`src/rtl/core/sllt_pkg.sv`:
```
`timescale 1ns / 1ps

package sllt_pkg;

  localparam int ENTRIES_DEF      = 32;
  localparam int KEY_BITS_DEF     = 16;
  localparam int PAYLOAD_BITS_DEF = 32;

  localparam int CMD_W    = 2;
  localparam int STATUS_W = 2;

  localparam logic [CMD_W-1:0] CMD_INSERT = 2'd0;
  localparam logic [CMD_W-1:0] CMD_DELETE = 2'd1;
  localparam logic [CMD_W-1:0] CMD_LIST   = 2'd2;

  localparam logic [STATUS_W-1:0] ST_OK        = 2'd0;
  localparam logic [STATUS_W-1:0] ST_FULL      = 2'd1;
  localparam logic [STATUS_W-1:0] ST_NOT_FOUND = 2'd2;
  localparam logic [STATUS_W-1:0] ST_EMPTY     = 2'd3;

  typedef enum logic [2:0] {
    S_IDLE,
    S_POP,
    S_WALK,
    S_INS_NEW,
    S_INS_PREV,
    S_DEL_LINK,
    S_DEL_FREE,
    S_RESP
  } sllt_state_t;

endpackage

```
`src/rtl/core/sorted_linked_list_table_top.sv`:
```
`timescale 1ns / 1ps

// Sorted linked list table. Commands arrive as words on the in_ channel:
// insert a key with its payload handle, delete the first entry with a key,
// or list every entry in ascending key order. Results leave as words on the
// out_ channel; out_tlast marks the final word caused by a command.
// Insert and delete give one result word; list gives one word per entry, or
// one empty-status word when the list holds nothing.
// Entries live in two memories with registered reads (key and payload, link),
// and every insert that finds a free slot, every delete and every list
// walks the link chain from the head at one entry per cycle (a list walk
// only while the output register can take a word), since each link read
// supplies the next read address.
// A new command is taken only once the previous one is finished, but it may
// be taken while the last result still waits in the output register.
// Reset empties the list and frees all slots at once; no memory sweep runs,
// since fresh slots are handed out by a counter and freed ones are chained
// on a free list through the link memory.
// When the receiver stalls, the output register holds its word and a list
// walk pauses until the word is taken.
module sorted_linked_list_table_top #(
  parameter int ENTRIES      = sllt_pkg::ENTRIES_DEF,
  parameter int KEY_BITS     = sllt_pkg::KEY_BITS_DEF,
  parameter int PAYLOAD_BITS = sllt_pkg::PAYLOAD_BITS_DEF,
  localparam int TDATA_W     = ((KEY_BITS + PAYLOAD_BITS + 7) / 8) * 8
) (
  input  logic                          clk,
  input  logic                          rst_n,
  input  logic                          in_tvalid,
  output logic                          in_tready,
  input  logic [TDATA_W-1:0]            in_tdata,   // key, payload
  input  logic [sllt_pkg::CMD_W-1:0]    in_tuser,   // command
  output logic                          out_tvalid,
  input  logic                          out_tready,
  output logic [TDATA_W-1:0]            out_tdata,  // entry_key, entry_payload
  output logic [sllt_pkg::STATUS_W-1:0] out_tuser,  // status
  output logic                          out_tlast   // last
);
  import sllt_pkg::*;

  localparam int AW = $clog2(ENTRIES);
  localparam int IW = $clog2(ENTRIES + 1);
  localparam int DW = KEY_BITS + PAYLOAD_BITS;
  localparam logic [IW-1:0] END_IDX = IW'(ENTRIES);

  // Memories: key and payload per slot, and the link of each slot.
  logic [DW-1:0] data_mem [ENTRIES];
  logic [IW-1:0] link_mem [ENTRIES];
  logic [DW-1:0] data_rd_r;
  logic [IW-1:0] link_rd_r;

  logic          mem_rd_en;
  logic [AW-1:0] mem_rd_addr;
  logic          data_we;
  logic [AW-1:0] data_wa;
  logic [DW-1:0] data_wd;
  logic          link_we;
  logic [AW-1:0] link_wa;
  logic [IW-1:0] link_wd;

  sllt_state_t state_r, state_nxt;
  logic [CMD_W-1:0]        cmd_r, cmd_nxt;
  logic [KEY_BITS-1:0]     key_r, key_nxt;
  logic [PAYLOAD_BITS-1:0] pay_r, pay_nxt;
  logic [IW-1:0]           head_r, head_nxt;
  logic [IW-1:0]           free_head_r, free_head_nxt;
  logic [IW-1:0]           fresh_r, fresh_nxt;
  logic [IW-1:0]           cur_r, cur_nxt;
  logic [IW-1:0]           prev_r, prev_nxt;
  logic [IW-1:0]           slot_r, slot_nxt;
  logic [IW-1:0]           succ_r, succ_nxt;
  logic [STATUS_W-1:0]     res_status_r, res_status_nxt;

  logic                    out_valid_r, out_valid_nxt;
  logic [STATUS_W-1:0]     out_status_r, out_status_nxt;
  logic [KEY_BITS-1:0]     out_key_r, out_key_nxt;
  logic [PAYLOAD_BITS-1:0] out_pay_r, out_pay_nxt;
  logic                    out_last_r, out_last_nxt;

  logic [CMD_W-1:0]        cmd_cur;
  logic [KEY_BITS-1:0]     key_rd;
  logic [PAYLOAD_BITS-1:0] pay_rd;
  logic                    link_end;
  logic                    head_end;
  logic                    free_empty;
  logic                    fresh_full;
  logic                    out_free;
  logic                    in_fire;
  logic                    do_start;
  sllt_state_t             start_st;

  assign in_tready  = (state_r == S_IDLE);
  assign in_fire    = in_tvalid && in_tready;
  assign cmd_cur    = (state_r == S_IDLE) ? in_tuser : cmd_r;
  assign key_rd     = data_rd_r[KEY_BITS-1:0];
  assign pay_rd     = data_rd_r[DW-1:KEY_BITS];
  assign link_end   = (link_rd_r == END_IDX);
  assign head_end   = (head_r == END_IDX);
  assign free_empty = (free_head_r == END_IDX);
  assign fresh_full = (fresh_r == END_IDX);
  assign out_free   = !out_valid_r || out_tready;

  // Where a walk from the head goes first: an empty list ends it at once.
  assign start_st = !head_end ? S_WALK :
                    (cmd_cur == CMD_INSERT) ? S_INS_NEW : S_RESP;

  always_comb begin
    state_nxt = state_r;
    case (state_r)
      S_IDLE: begin
        if (in_fire) begin
          case (in_tuser)
            CMD_INSERT: begin
              if (!free_empty) begin
                state_nxt = S_POP;
              end else if (!fresh_full) begin
                state_nxt = start_st;
              end else begin
                state_nxt = S_RESP;
              end
            end
            CMD_DELETE: state_nxt = start_st;
            CMD_LIST:   state_nxt = start_st;
            default:    state_nxt = S_IDLE;
          endcase
        end
      end
      S_POP: state_nxt = start_st;
      S_WALK: begin
        case (cmd_r)
          CMD_INSERT: begin
            if ((key_rd > key_r) || link_end) begin
              state_nxt = S_INS_NEW;
            end
          end
          CMD_DELETE: begin
            if (key_rd == key_r) begin
              state_nxt = S_DEL_LINK;
            end else if (link_end) begin
              state_nxt = S_RESP;
            end
          end
          CMD_LIST: begin
            if (out_free && link_end) begin
              state_nxt = S_IDLE;
            end
          end
          default: state_nxt = S_IDLE;
        endcase
      end
      S_INS_NEW:  state_nxt = S_INS_PREV;
      S_INS_PREV: state_nxt = S_RESP;
      S_DEL_LINK: state_nxt = S_DEL_FREE;
      S_DEL_FREE: state_nxt = S_RESP;
      S_RESP: begin
        if (out_free) begin
          state_nxt = S_IDLE;
        end
      end
      default: state_nxt = S_IDLE;
    endcase
  end

  always_comb begin
    cmd_nxt        = cmd_r;
    key_nxt        = key_r;
    pay_nxt        = pay_r;
    head_nxt       = head_r;
    free_head_nxt  = free_head_r;
    fresh_nxt      = fresh_r;
    cur_nxt        = cur_r;
    prev_nxt       = prev_r;
    slot_nxt       = slot_r;
    succ_nxt       = succ_r;
    res_status_nxt = res_status_r;
    out_valid_nxt  = out_valid_r && !out_tready;
    out_status_nxt = out_status_r;
    out_key_nxt    = out_key_r;
    out_pay_nxt    = out_pay_r;
    out_last_nxt   = out_last_r;
    mem_rd_en      = 1'b0;
    mem_rd_addr    = head_r[AW-1:0];
    data_we        = 1'b0;
    data_wa        = slot_r[AW-1:0];
    data_wd        = {pay_r, key_r};
    link_we        = 1'b0;
    link_wa        = slot_r[AW-1:0];
    link_wd        = cur_r;
    do_start       = 1'b0;

    case (state_r)
      S_IDLE: begin
        if (in_fire) begin
          cmd_nxt = in_tuser;
          key_nxt = in_tdata[KEY_BITS-1:0];
          pay_nxt = in_tdata[DW-1:KEY_BITS];
          case (in_tuser)
            CMD_INSERT: begin
              if (!free_empty) begin
                // Pop a freed slot; its link holds the rest of the free list.
                slot_nxt    = free_head_r;
                mem_rd_en   = 1'b1;
                mem_rd_addr = free_head_r[AW-1:0];
              end else if (!fresh_full) begin
                slot_nxt  = fresh_r;
                fresh_nxt = fresh_r + 1'b1;
                do_start  = 1'b1;
              end else begin
                res_status_nxt = ST_FULL;
              end
            end
            CMD_DELETE: do_start = 1'b1;
            CMD_LIST:   do_start = 1'b1;
            default:    do_start = 1'b0;
          endcase
        end
      end
      S_POP: begin
        free_head_nxt = link_rd_r;
        do_start      = 1'b1;
      end
      S_WALK: begin
        case (cmd_r)
          CMD_INSERT: begin
            if (key_rd <= key_r) begin
              prev_nxt = cur_r;
              cur_nxt  = link_rd_r;
              if (!link_end) begin
                mem_rd_en   = 1'b1;
                mem_rd_addr = link_rd_r[AW-1:0];
              end
            end
          end
          CMD_DELETE: begin
            if (key_rd == key_r) begin
              succ_nxt = link_rd_r;
            end else begin
              prev_nxt = cur_r;
              cur_nxt  = link_rd_r;
              if (link_end) begin
                res_status_nxt = ST_NOT_FOUND;
              end else begin
                mem_rd_en   = 1'b1;
                mem_rd_addr = link_rd_r[AW-1:0];
              end
            end
          end
          CMD_LIST: begin
            if (out_free) begin
              out_valid_nxt  = 1'b1;
              out_status_nxt = ST_OK;
              out_key_nxt    = key_rd;
              out_pay_nxt    = pay_rd;
              out_last_nxt   = link_end;
              cur_nxt        = link_rd_r;
              if (!link_end) begin
                mem_rd_en   = 1'b1;
                mem_rd_addr = link_rd_r[AW-1:0];
              end
            end
          end
          default: mem_rd_en = 1'b0;
        endcase
      end
      S_INS_NEW: begin
        data_we = 1'b1;
        link_we = 1'b1;
      end
      S_INS_PREV: begin
        res_status_nxt = ST_OK;
        if (prev_r == END_IDX) begin
          head_nxt = slot_r;
        end else begin
          link_we = 1'b1;
          link_wa = prev_r[AW-1:0];
          link_wd = slot_r;
        end
      end
      S_DEL_LINK: begin
        if (prev_r == END_IDX) begin
          head_nxt = succ_r;
        end else begin
          link_we = 1'b1;
          link_wa = prev_r[AW-1:0];
          link_wd = succ_r;
        end
      end
      S_DEL_FREE: begin
        // The removed slot goes on top of the free list.
        res_status_nxt = ST_OK;
        link_we        = 1'b1;
        link_wa        = cur_r[AW-1:0];
        link_wd        = free_head_r;
        free_head_nxt  = cur_r;
      end
      S_RESP: begin
        if (out_free) begin
          out_valid_nxt  = 1'b1;
          out_status_nxt = res_status_r;
          out_key_nxt    = key_r;
          out_pay_nxt    = '0;
          out_last_nxt   = 1'b1;
        end
      end
      default: mem_rd_en = 1'b0;
    endcase

    if (do_start) begin
      cur_nxt  = head_r;
      prev_nxt = END_IDX;
      if (head_end) begin
        res_status_nxt = (cmd_cur == CMD_LIST) ? ST_EMPTY : ST_NOT_FOUND;
      end else begin
        mem_rd_en   = 1'b1;
        mem_rd_addr = head_r[AW-1:0];
      end
    end
  end

  always_ff @(posedge clk) begin
    if (data_we) begin
      data_mem[data_wa] <= data_wd;
    end
    if (mem_rd_en) begin
      data_rd_r <= data_mem[mem_rd_addr];
    end
  end

  always_ff @(posedge clk) begin
    if (link_we) begin
      link_mem[link_wa] <= link_wd;
    end
    if (mem_rd_en) begin
      link_rd_r <= link_mem[mem_rd_addr];
    end
  end

  always_ff @(posedge clk) begin
    if (!rst_n) begin
      state_r     <= S_IDLE;
      head_r      <= END_IDX;
      free_head_r <= END_IDX;
      fresh_r     <= '0;
      out_valid_r <= 1'b0;
    end else begin
      state_r     <= state_nxt;
      head_r      <= head_nxt;
      free_head_r <= free_head_nxt;
      fresh_r     <= fresh_nxt;
      out_valid_r <= out_valid_nxt;
    end
  end

  always_ff @(posedge clk) begin
    cmd_r        <= cmd_nxt;
    key_r        <= key_nxt;
    pay_r        <= pay_nxt;
    cur_r        <= cur_nxt;
    prev_r       <= prev_nxt;
    slot_r       <= slot_nxt;
    succ_r       <= succ_nxt;
    res_status_r <= res_status_nxt;
    out_status_r <= out_status_nxt;
    out_key_r    <= out_key_nxt;
    out_pay_r    <= out_pay_nxt;
    out_last_r   <= out_last_nxt;
  end

  assign out_tvalid = out_valid_r;
  assign out_tdata  = TDATA_W'({out_pay_r, out_key_r});
  assign out_tuser  = out_status_r;
  assign out_tlast  = out_last_r;

endmodule

```
`config.mk`:
```
export PLATFORM = sky130hd
export DESIGN_NAME = sorted_linked_list_table_top
export DESIGN_NICKNAME = d
export VERILOG_FILES = /design/src/rtl/core/sllt_pkg.sv /design/src/rtl/core/sorted_linked_list_table_top.sv
export SDC_FILE = /design/constraint.sdc
export NUM_CORES = 2
export LEC_CHECK = 0
export BUFFER_PORTS_ARGS = -buffer_cell sky130_fd_sc_hd__buf_2
export CORE_MARGIN = 2
export CORE_UTILIZATION = 44
export DETAILED_ROUTE_END_ITERATION = 8
export HOLD_SLACK_MARGIN = 0.03
export SYNTH_ARGS = -nofsm -noshare
export SYNTH_HDL_FRONTEND = slang
export SYNTH_SLANG_ARGS = --single-unit
```
`constraint.sdc`:
```
create_clock -name clk -period 13.9 [get_ports clk]
set_input_delay 1.39 -clock clk [delete_from_list [all_inputs] [get_ports clk]]
set_output_delay 1.39 -clock clk [all_outputs]
set_load 0.02 [all_outputs]
```
## Word level (Yosys, flattened, before mapping)

Memory sizes are Yosys's and may differ from the RTL's. A register that Yosys moved wholly into a read port is not among the register bits.
Index checks and enable logic that the tools add are counted.

- Register bits: 149
- Memory bits (writable): 1728
- Input port bits: 54
- Output and inout bits: 53
- Memories kept: 2

Memory list:

| name | words | width | read ports | clocked after Yosys merged registers in | wr ports | line | source |
|---|---|---|---|---|---|---|---|
| data_mem | 32 | 48 | 1 | 1 | 1 | sorted_linked_list_table_top.sv:47 | `logic [DW-1:0] data_mem [ENTRIES];` |
| link_mem | 32 | 6 | 1 | 1 | 1 | sorted_linked_list_table_top.sv:48 | `logic [IW-1:0] link_mem [ENTRIES];` |

- Add/subtract/negate cells: 1
- Magnitude comparators: 2
- Equality and inequality tests: 33
- Mux-type cells: 98
- Bitwise logic cells: 1
- Reduce and logical (&&, ||, !) cells: 30

Operator list:

| kind | number |
|---|---|
| $mux W32 | 3 |
| $mux W6 | 13 |
| $pmux W32 S2 | 1 |
| $mux W5 | 10 |
| $mux W16 | 3 |
| $pmux W6 S2 | 3 |
| $pmux W6 S3 | 2 |
| $pmux W16 S2 | 1 |
| $eq A6 B6 Y1 const B | 5 |
| $mux W3 | 10 |
| $mux W2 | 13 |
| $mux W1 | 24 |
| $pmux W3 S7 | 1 |
| $pmux W5 S2 | 2 |
| $eq A16 B16 Y1 | 1 |
| $gt A16 B16 Y1 | 1 |
| $le A16 B16 Y1 | 1 |
| $ne A2 B2 Y1 const B | 8 |
| $ne A3 B3 Y1 const B | 5 |
| $pmux W5 S3 | 1 |
| $reduce_and A5 Y1 | 3 |
| $eq A3 B3 Y1 const B | 4 |
| $pmux W1 S2 | 6 |
| $reduce_and A4 Y1 | 3 |
| other kinds (23) | 41 |

## Depth between registers and ports, before layout

- Depth in word-level cells: 10
- Mapped depth: 16

## Least setup slack after synthesis

No wires, ideal clock.

- Path type: input to register
- From: input port in_tvalid
- To: register data_rd_r[0], read port of data_mem, enable pin
- Library setup time: 0.490 ns
- Arrival: 6.266 ns
- Required time: 13.410 ns
- Slack: 7.144 ns
- Stages on the path: 6
- Cell sequence: nor4b_4 -> nand2b_1 -> clkbuf_1 -> nor2_1 -> nor2_1 -> o221ai_1

- Longest elaborated chain between the ends: 5

RTL lines:

| item | line | source |
|---|---|---|
| start, declared | sorted_linked_list_table_top.sv:29 | `input logic in_tvalid,` |
| $logic_and A1 B1 Y1 (*) | sorted_linked_list_table_top.sv:93 | `assign in_fire = in_tvalid && in_tready;` |
| $mux W1 | sorted_linked_list_table_top.sv:193 | `if (in_fire) begin` |
| $pmux W1 S2 | sorted_linked_list_table_top.sv:191 | `case (state_r)` |
| $mux W1 | sorted_linked_list_table_top.sv:311 | `if (head_end) begin` |
| $mux W1 (*) | sorted_linked_list_table_top.sv:308 | `if (do_start) begin` |
| named net mem_rd_en | sorted_linked_list_table_top.sv:52 | `logic mem_rd_en;` |
| end, declared | sorted_linked_list_table_top.sv:49 | `logic [DW-1:0] data_rd_r;` |

Mark *: on every way through the listed nets, which the timed path passes. The rest lies on a longest branch.
A chain may end at the register's enable or synchronous reset.

## Worst setup path in the final report

- From: register key_r[7]
- To: register data_rd_r[46], read port of data_mem (data pin)

- Longest elaborated chain between the ends: 6

RTL lines:

| item | line | source |
|---|---|---|
| start, declared | sorted_linked_list_table_top.sv:63 | `logic [KEY_BITS-1:0] key_r, key_nxt;` |
| start signal, assigned | sorted_linked_list_table_top.sv:356 | `key_r <= key_nxt;` |
| $le A16 B16 Y1 / $eq A16 B16 Y1 (equally long branches) | sorted_linked_list_table_top.sv:225, sorted_linked_list_table_top.sv:235 |  |
| $mux W5, or another cell as far along | sorted_linked_list_table_top.sv:225 | `if (key_rd <= key_r) begin` |
| $pmux W5 S3 / $pmux W1 S3 (equally long branches) | sorted_linked_list_table_top.sv:223 | `case (cmd_r)` |
| $pmux W5 S2 / $pmux W1 S2 (equally long branches) | sorted_linked_list_table_top.sv:191 |  |
| $mux W5 / $mux W1 (equally long branches) | sorted_linked_list_table_top.sv:311 |  |
| $mux W5 / $mux W1 (equally long branches) | sorted_linked_list_table_top.sv:308 |  |

Parallel ways exist; a longest one is shown, timed or not.

==> results.cfg <==
[setup_path]
crit_top_cell = buf_4
path_class = reg -> reg
crit_path_end = data_rd_r[46]
cp_max_fo = 159
worstPathArrival_ps = 7840
cp_cell_sequence = inv_1 -> ha_1 -> nand4_1 -> nor4_4 -> o21ai_1 -> a221o_1 -> o2111ai_4 -> buf_4 -> buf_12 -> and2_4 -> nand3_4 -> buf_4 -> nor3_1 -> nor4_1
reg2reg_slack_ps = 6650
slowest_delay_ps = 1090
cp_slowest_cell = edfxtp_1
regToRegEndpoint = data_rd_r[46]
end_kind = register
start_kind = register
critPathRequiredTime_ps = 14490
worstRegToRegCells = 14
r2r-start = key_r[7]
critPathLaunch = key_r[7]

[clock_network]
cts_buffer_depth = 3
tritoncts = yes
cts_max_level = 4
cts.sinks = 1931
cts_setup_buffers = 0
clock-root-buffer = clkbuf_16
post_cts_resized = 0
postCtsHoldBufs = 0
numCtsBuffers = 197
clk_pin_slew_worst_paths_ps = 60
clock_latency_ps = 860

[sta]
period_share_pct = 52.2
layout_min_cycle_time_ps = 7250
finalHoldViolCount = 0
rsz0062_at_grt = false
skew_ps = 48.8
slew-limit-headroom_pct = 14.0
finalSetupViolCount = 0
final_max_slew_viol_count = 0
finalSetupTns_ps = 0
max_freq_mhz = 138
worst_pin_slew_ps = 1290

[floorplan]
pin_count = 107
core_area_um2 = 174000
die_y_um = 423
die_w_um = 423
num_rows = 153
design.die.area_um2 = 179000
initial_utilization_pct = 44.4

[cells_and_area]
finalInstanceArea_um2 = 86500
area_delta_synth_final_pct = 11.7
nets = 5528
final_common_cell = edfxtp_1
drive_gt1_share_pct = 9.97
fin_cells = 7933
layout_common_cells = edfxtp_1, nand2_1, and3_1, a211oi_1, a21oi_1

[yosys]
ys_warn_count = 0
syn_nets = 5543
syn_area_um2 = 77400
synth_cells = 5469
synth_edf_count = 1901
synthTopCellsByArea = edfxtp_1, and3_1, a211oi_1, nand2_1, a21oi_1
yosys.cell_types.count = 86
yosys.area.top_type = edfxtp_1
synth.avg_cell_area_um2 = 14.2
ys_ff_latch = 1931
synth_ff_type = edfxtp_1
yosys.area.top_type_share_pct = 73.8
synth-seq-area-share_pct = 74.5
async_flop_share_pct = 0

[place]
globalplace.congestion = 0.832
portBuffers = 106
hpwlAfterDp_mm = 112
place_inst = 7580
placed_cell_area_um2 = 80400

[detailed_routing]
dr_total_vias = 49000
first_pass_iters = 8
drt_iter0_drc = 6405
drt_wl_total_mm = 232
avgViaCountPerCell = 6.18
ant_nets = 0
drc = 0
wire_per_inst_um = 29.2

[job]
cap_violations = 0

[pwr]
peakVddDrop_mv = 0.440
power_density_nw_per_um2 = 243
p_leak_nw = 28.3

[global_route]
antenna_found_initial = 10
grt_usage_pct = 25.4
grt_start_max_net_pins = 216
grt_pass1_vias = 46800
grt_pass1_wl_mm = 333
grt_overflow_total = 0

[worst_hold_path]
hp-start = prev_r[5]
min_path_cells = 2
hp-class = reg -> reg

[run_status]
status = finished, final reports clean
==> registers in the layout, indices dropped and copies added (netlist names), 2 cells and up <==
name and count:
key_r 16, link_mem 192, out_key_r 16, data_mem 1536
slot_r 6, fresh_r 6, cur_r 6, data_rd_r 48
head_r 6, cmd_r 2, out_tuser 2, free_head_r 6
res_status_r 2, link_rd_r 6, prev_r 6, pay_r 32
out_pay_r 32, succ_r 6, state_r 3
==> cells in the mapped netlist (4+ instances only) <==
| cell | number |
|---|---|
| a221oi_1 | 4 |
| nand2_1 | 744 |
| a211oi_2 | 4 |
| nand4_1 | 61 |
| o211a_1 | 5 |
| a21o_1 | 11 |
| a31oi_1 | 114 |
| or3_1 | 4 |
| mux2i_1 | 10 |
| ha_1 | 20 |
| nand3b_1 | 5 |
| edfxtp_1 | 1901 |
| and3_1 | 536 |
| inv_1 | 29 |
| xnor2_1 | 4 |
| a21oi_1 | 245 |
| a221o_1 | 6 |
| buf_2 | 114 |
| nand3_1 | 22 |
| o22ai_1 | 61 |
| buf_1 | 15 |
| clkbuf_1 | 285 |
| dfxtp_1 | 30 |
| a2111oi_0 | 106 |
| o21ai_0 | 132 |
| nand2b_1 | 4 |
| o211ai_1 | 7 |
| a21boi_0 | 5 |
| nor2b_1 | 7 |
| nor4_1 | 57 |
| a211oi_1 | 430 |
| buf_4 | 13 |
| o21ai_1 | 120 |
| nor3_1 | 113 |
| nor2_1 | 118 |
| and2_1 | 45 |
==> where the power goes <==
group	switching [mW]	internal, mW
logic	5.82	2.46
clock network	2.24	2.83
registers	0.419	7.27
==> layer usage <==
| metal | global-route usage [%] | vias up | wire length, um |
|---|---|---|---|
| met5 | 0 | - | 11 |
| met4 | 8.37 | 2 | 7580 |
| met3 | 3.57 | 410 | 19200 |
| met2 | 41.0 | 2393 | 110000 |
| met1 | 35.4 | 24900 | 94800 |
| li1 | - | 21300 | - |
==> area by class of cell <==
cell class	count	area (um2)
multi-input combinational	3079	18200
timing repair buffer	216	1480
clock buffer	246	5190
antenna	1	2.50
sequential	1931	57700
tap	2325	2910
inverter	29	109
clock inverter	106	892
fill	14600	87900
==> worst min-delay path by stage <==
stage                            to  slack, ps
after floorplan           prev_r[5]        430
after global placement    prev_r[5]        460
after detailed placement  prev_r[5]        460
after CTS                 prev_r[5]        470
after global routing      prev_r[5]        530
final                     prev_r[5]        470
==> cell families (layout without fill, tap and decap cells) <==
family | count (synthesis) | after routing | share of synthesized area, %
adder cells (fa/ha/maj) | 20 | 20 | 0.323
XOR/XNOR | 5 | 5 | 0.0566
buffers and inverters | 459 | 597 | 2.50
other | 0 | 1 | 0
flip-flops | 1931 | 1931 | 74.5
multiplexers | 10 | 10 | 0.129
AO/OA/AOI/OAI | 1295 | 1295 | 11.1
AND/OR/NAND/NOR | 1749 | 1749 | 11.4
==> stage by stage <==
| stage | power (mW) | util, % | worst slack (ps) | hold WS, ps |
|---|---|---|---|---|
| floorplan | 13.3 | - | 7140 | 433 |
| global placement | 15.9 | 46.1 | 6700 | 461 |
| detailed placement | 16.0 | 46.1 | 6580 | 461 |
| CTS | 21.0 | 49.6 | 6580 | 475 |
| global route | 22.0 | 49.6 | 6260 | 526 |
| finish | 21.0 | 49.6 | 6650 | 468 |
==> critical path, delay by kind of cell (launching register included) <==
kind | cells | cell delay, ps
compound gates | 3 | 780
fa+ha+maj | 1 | 390
buf+inv | 4 | 1940
flops | 1 | 1090
simple gates | 6 | 2700
Power figures use the tool's default switching activity.
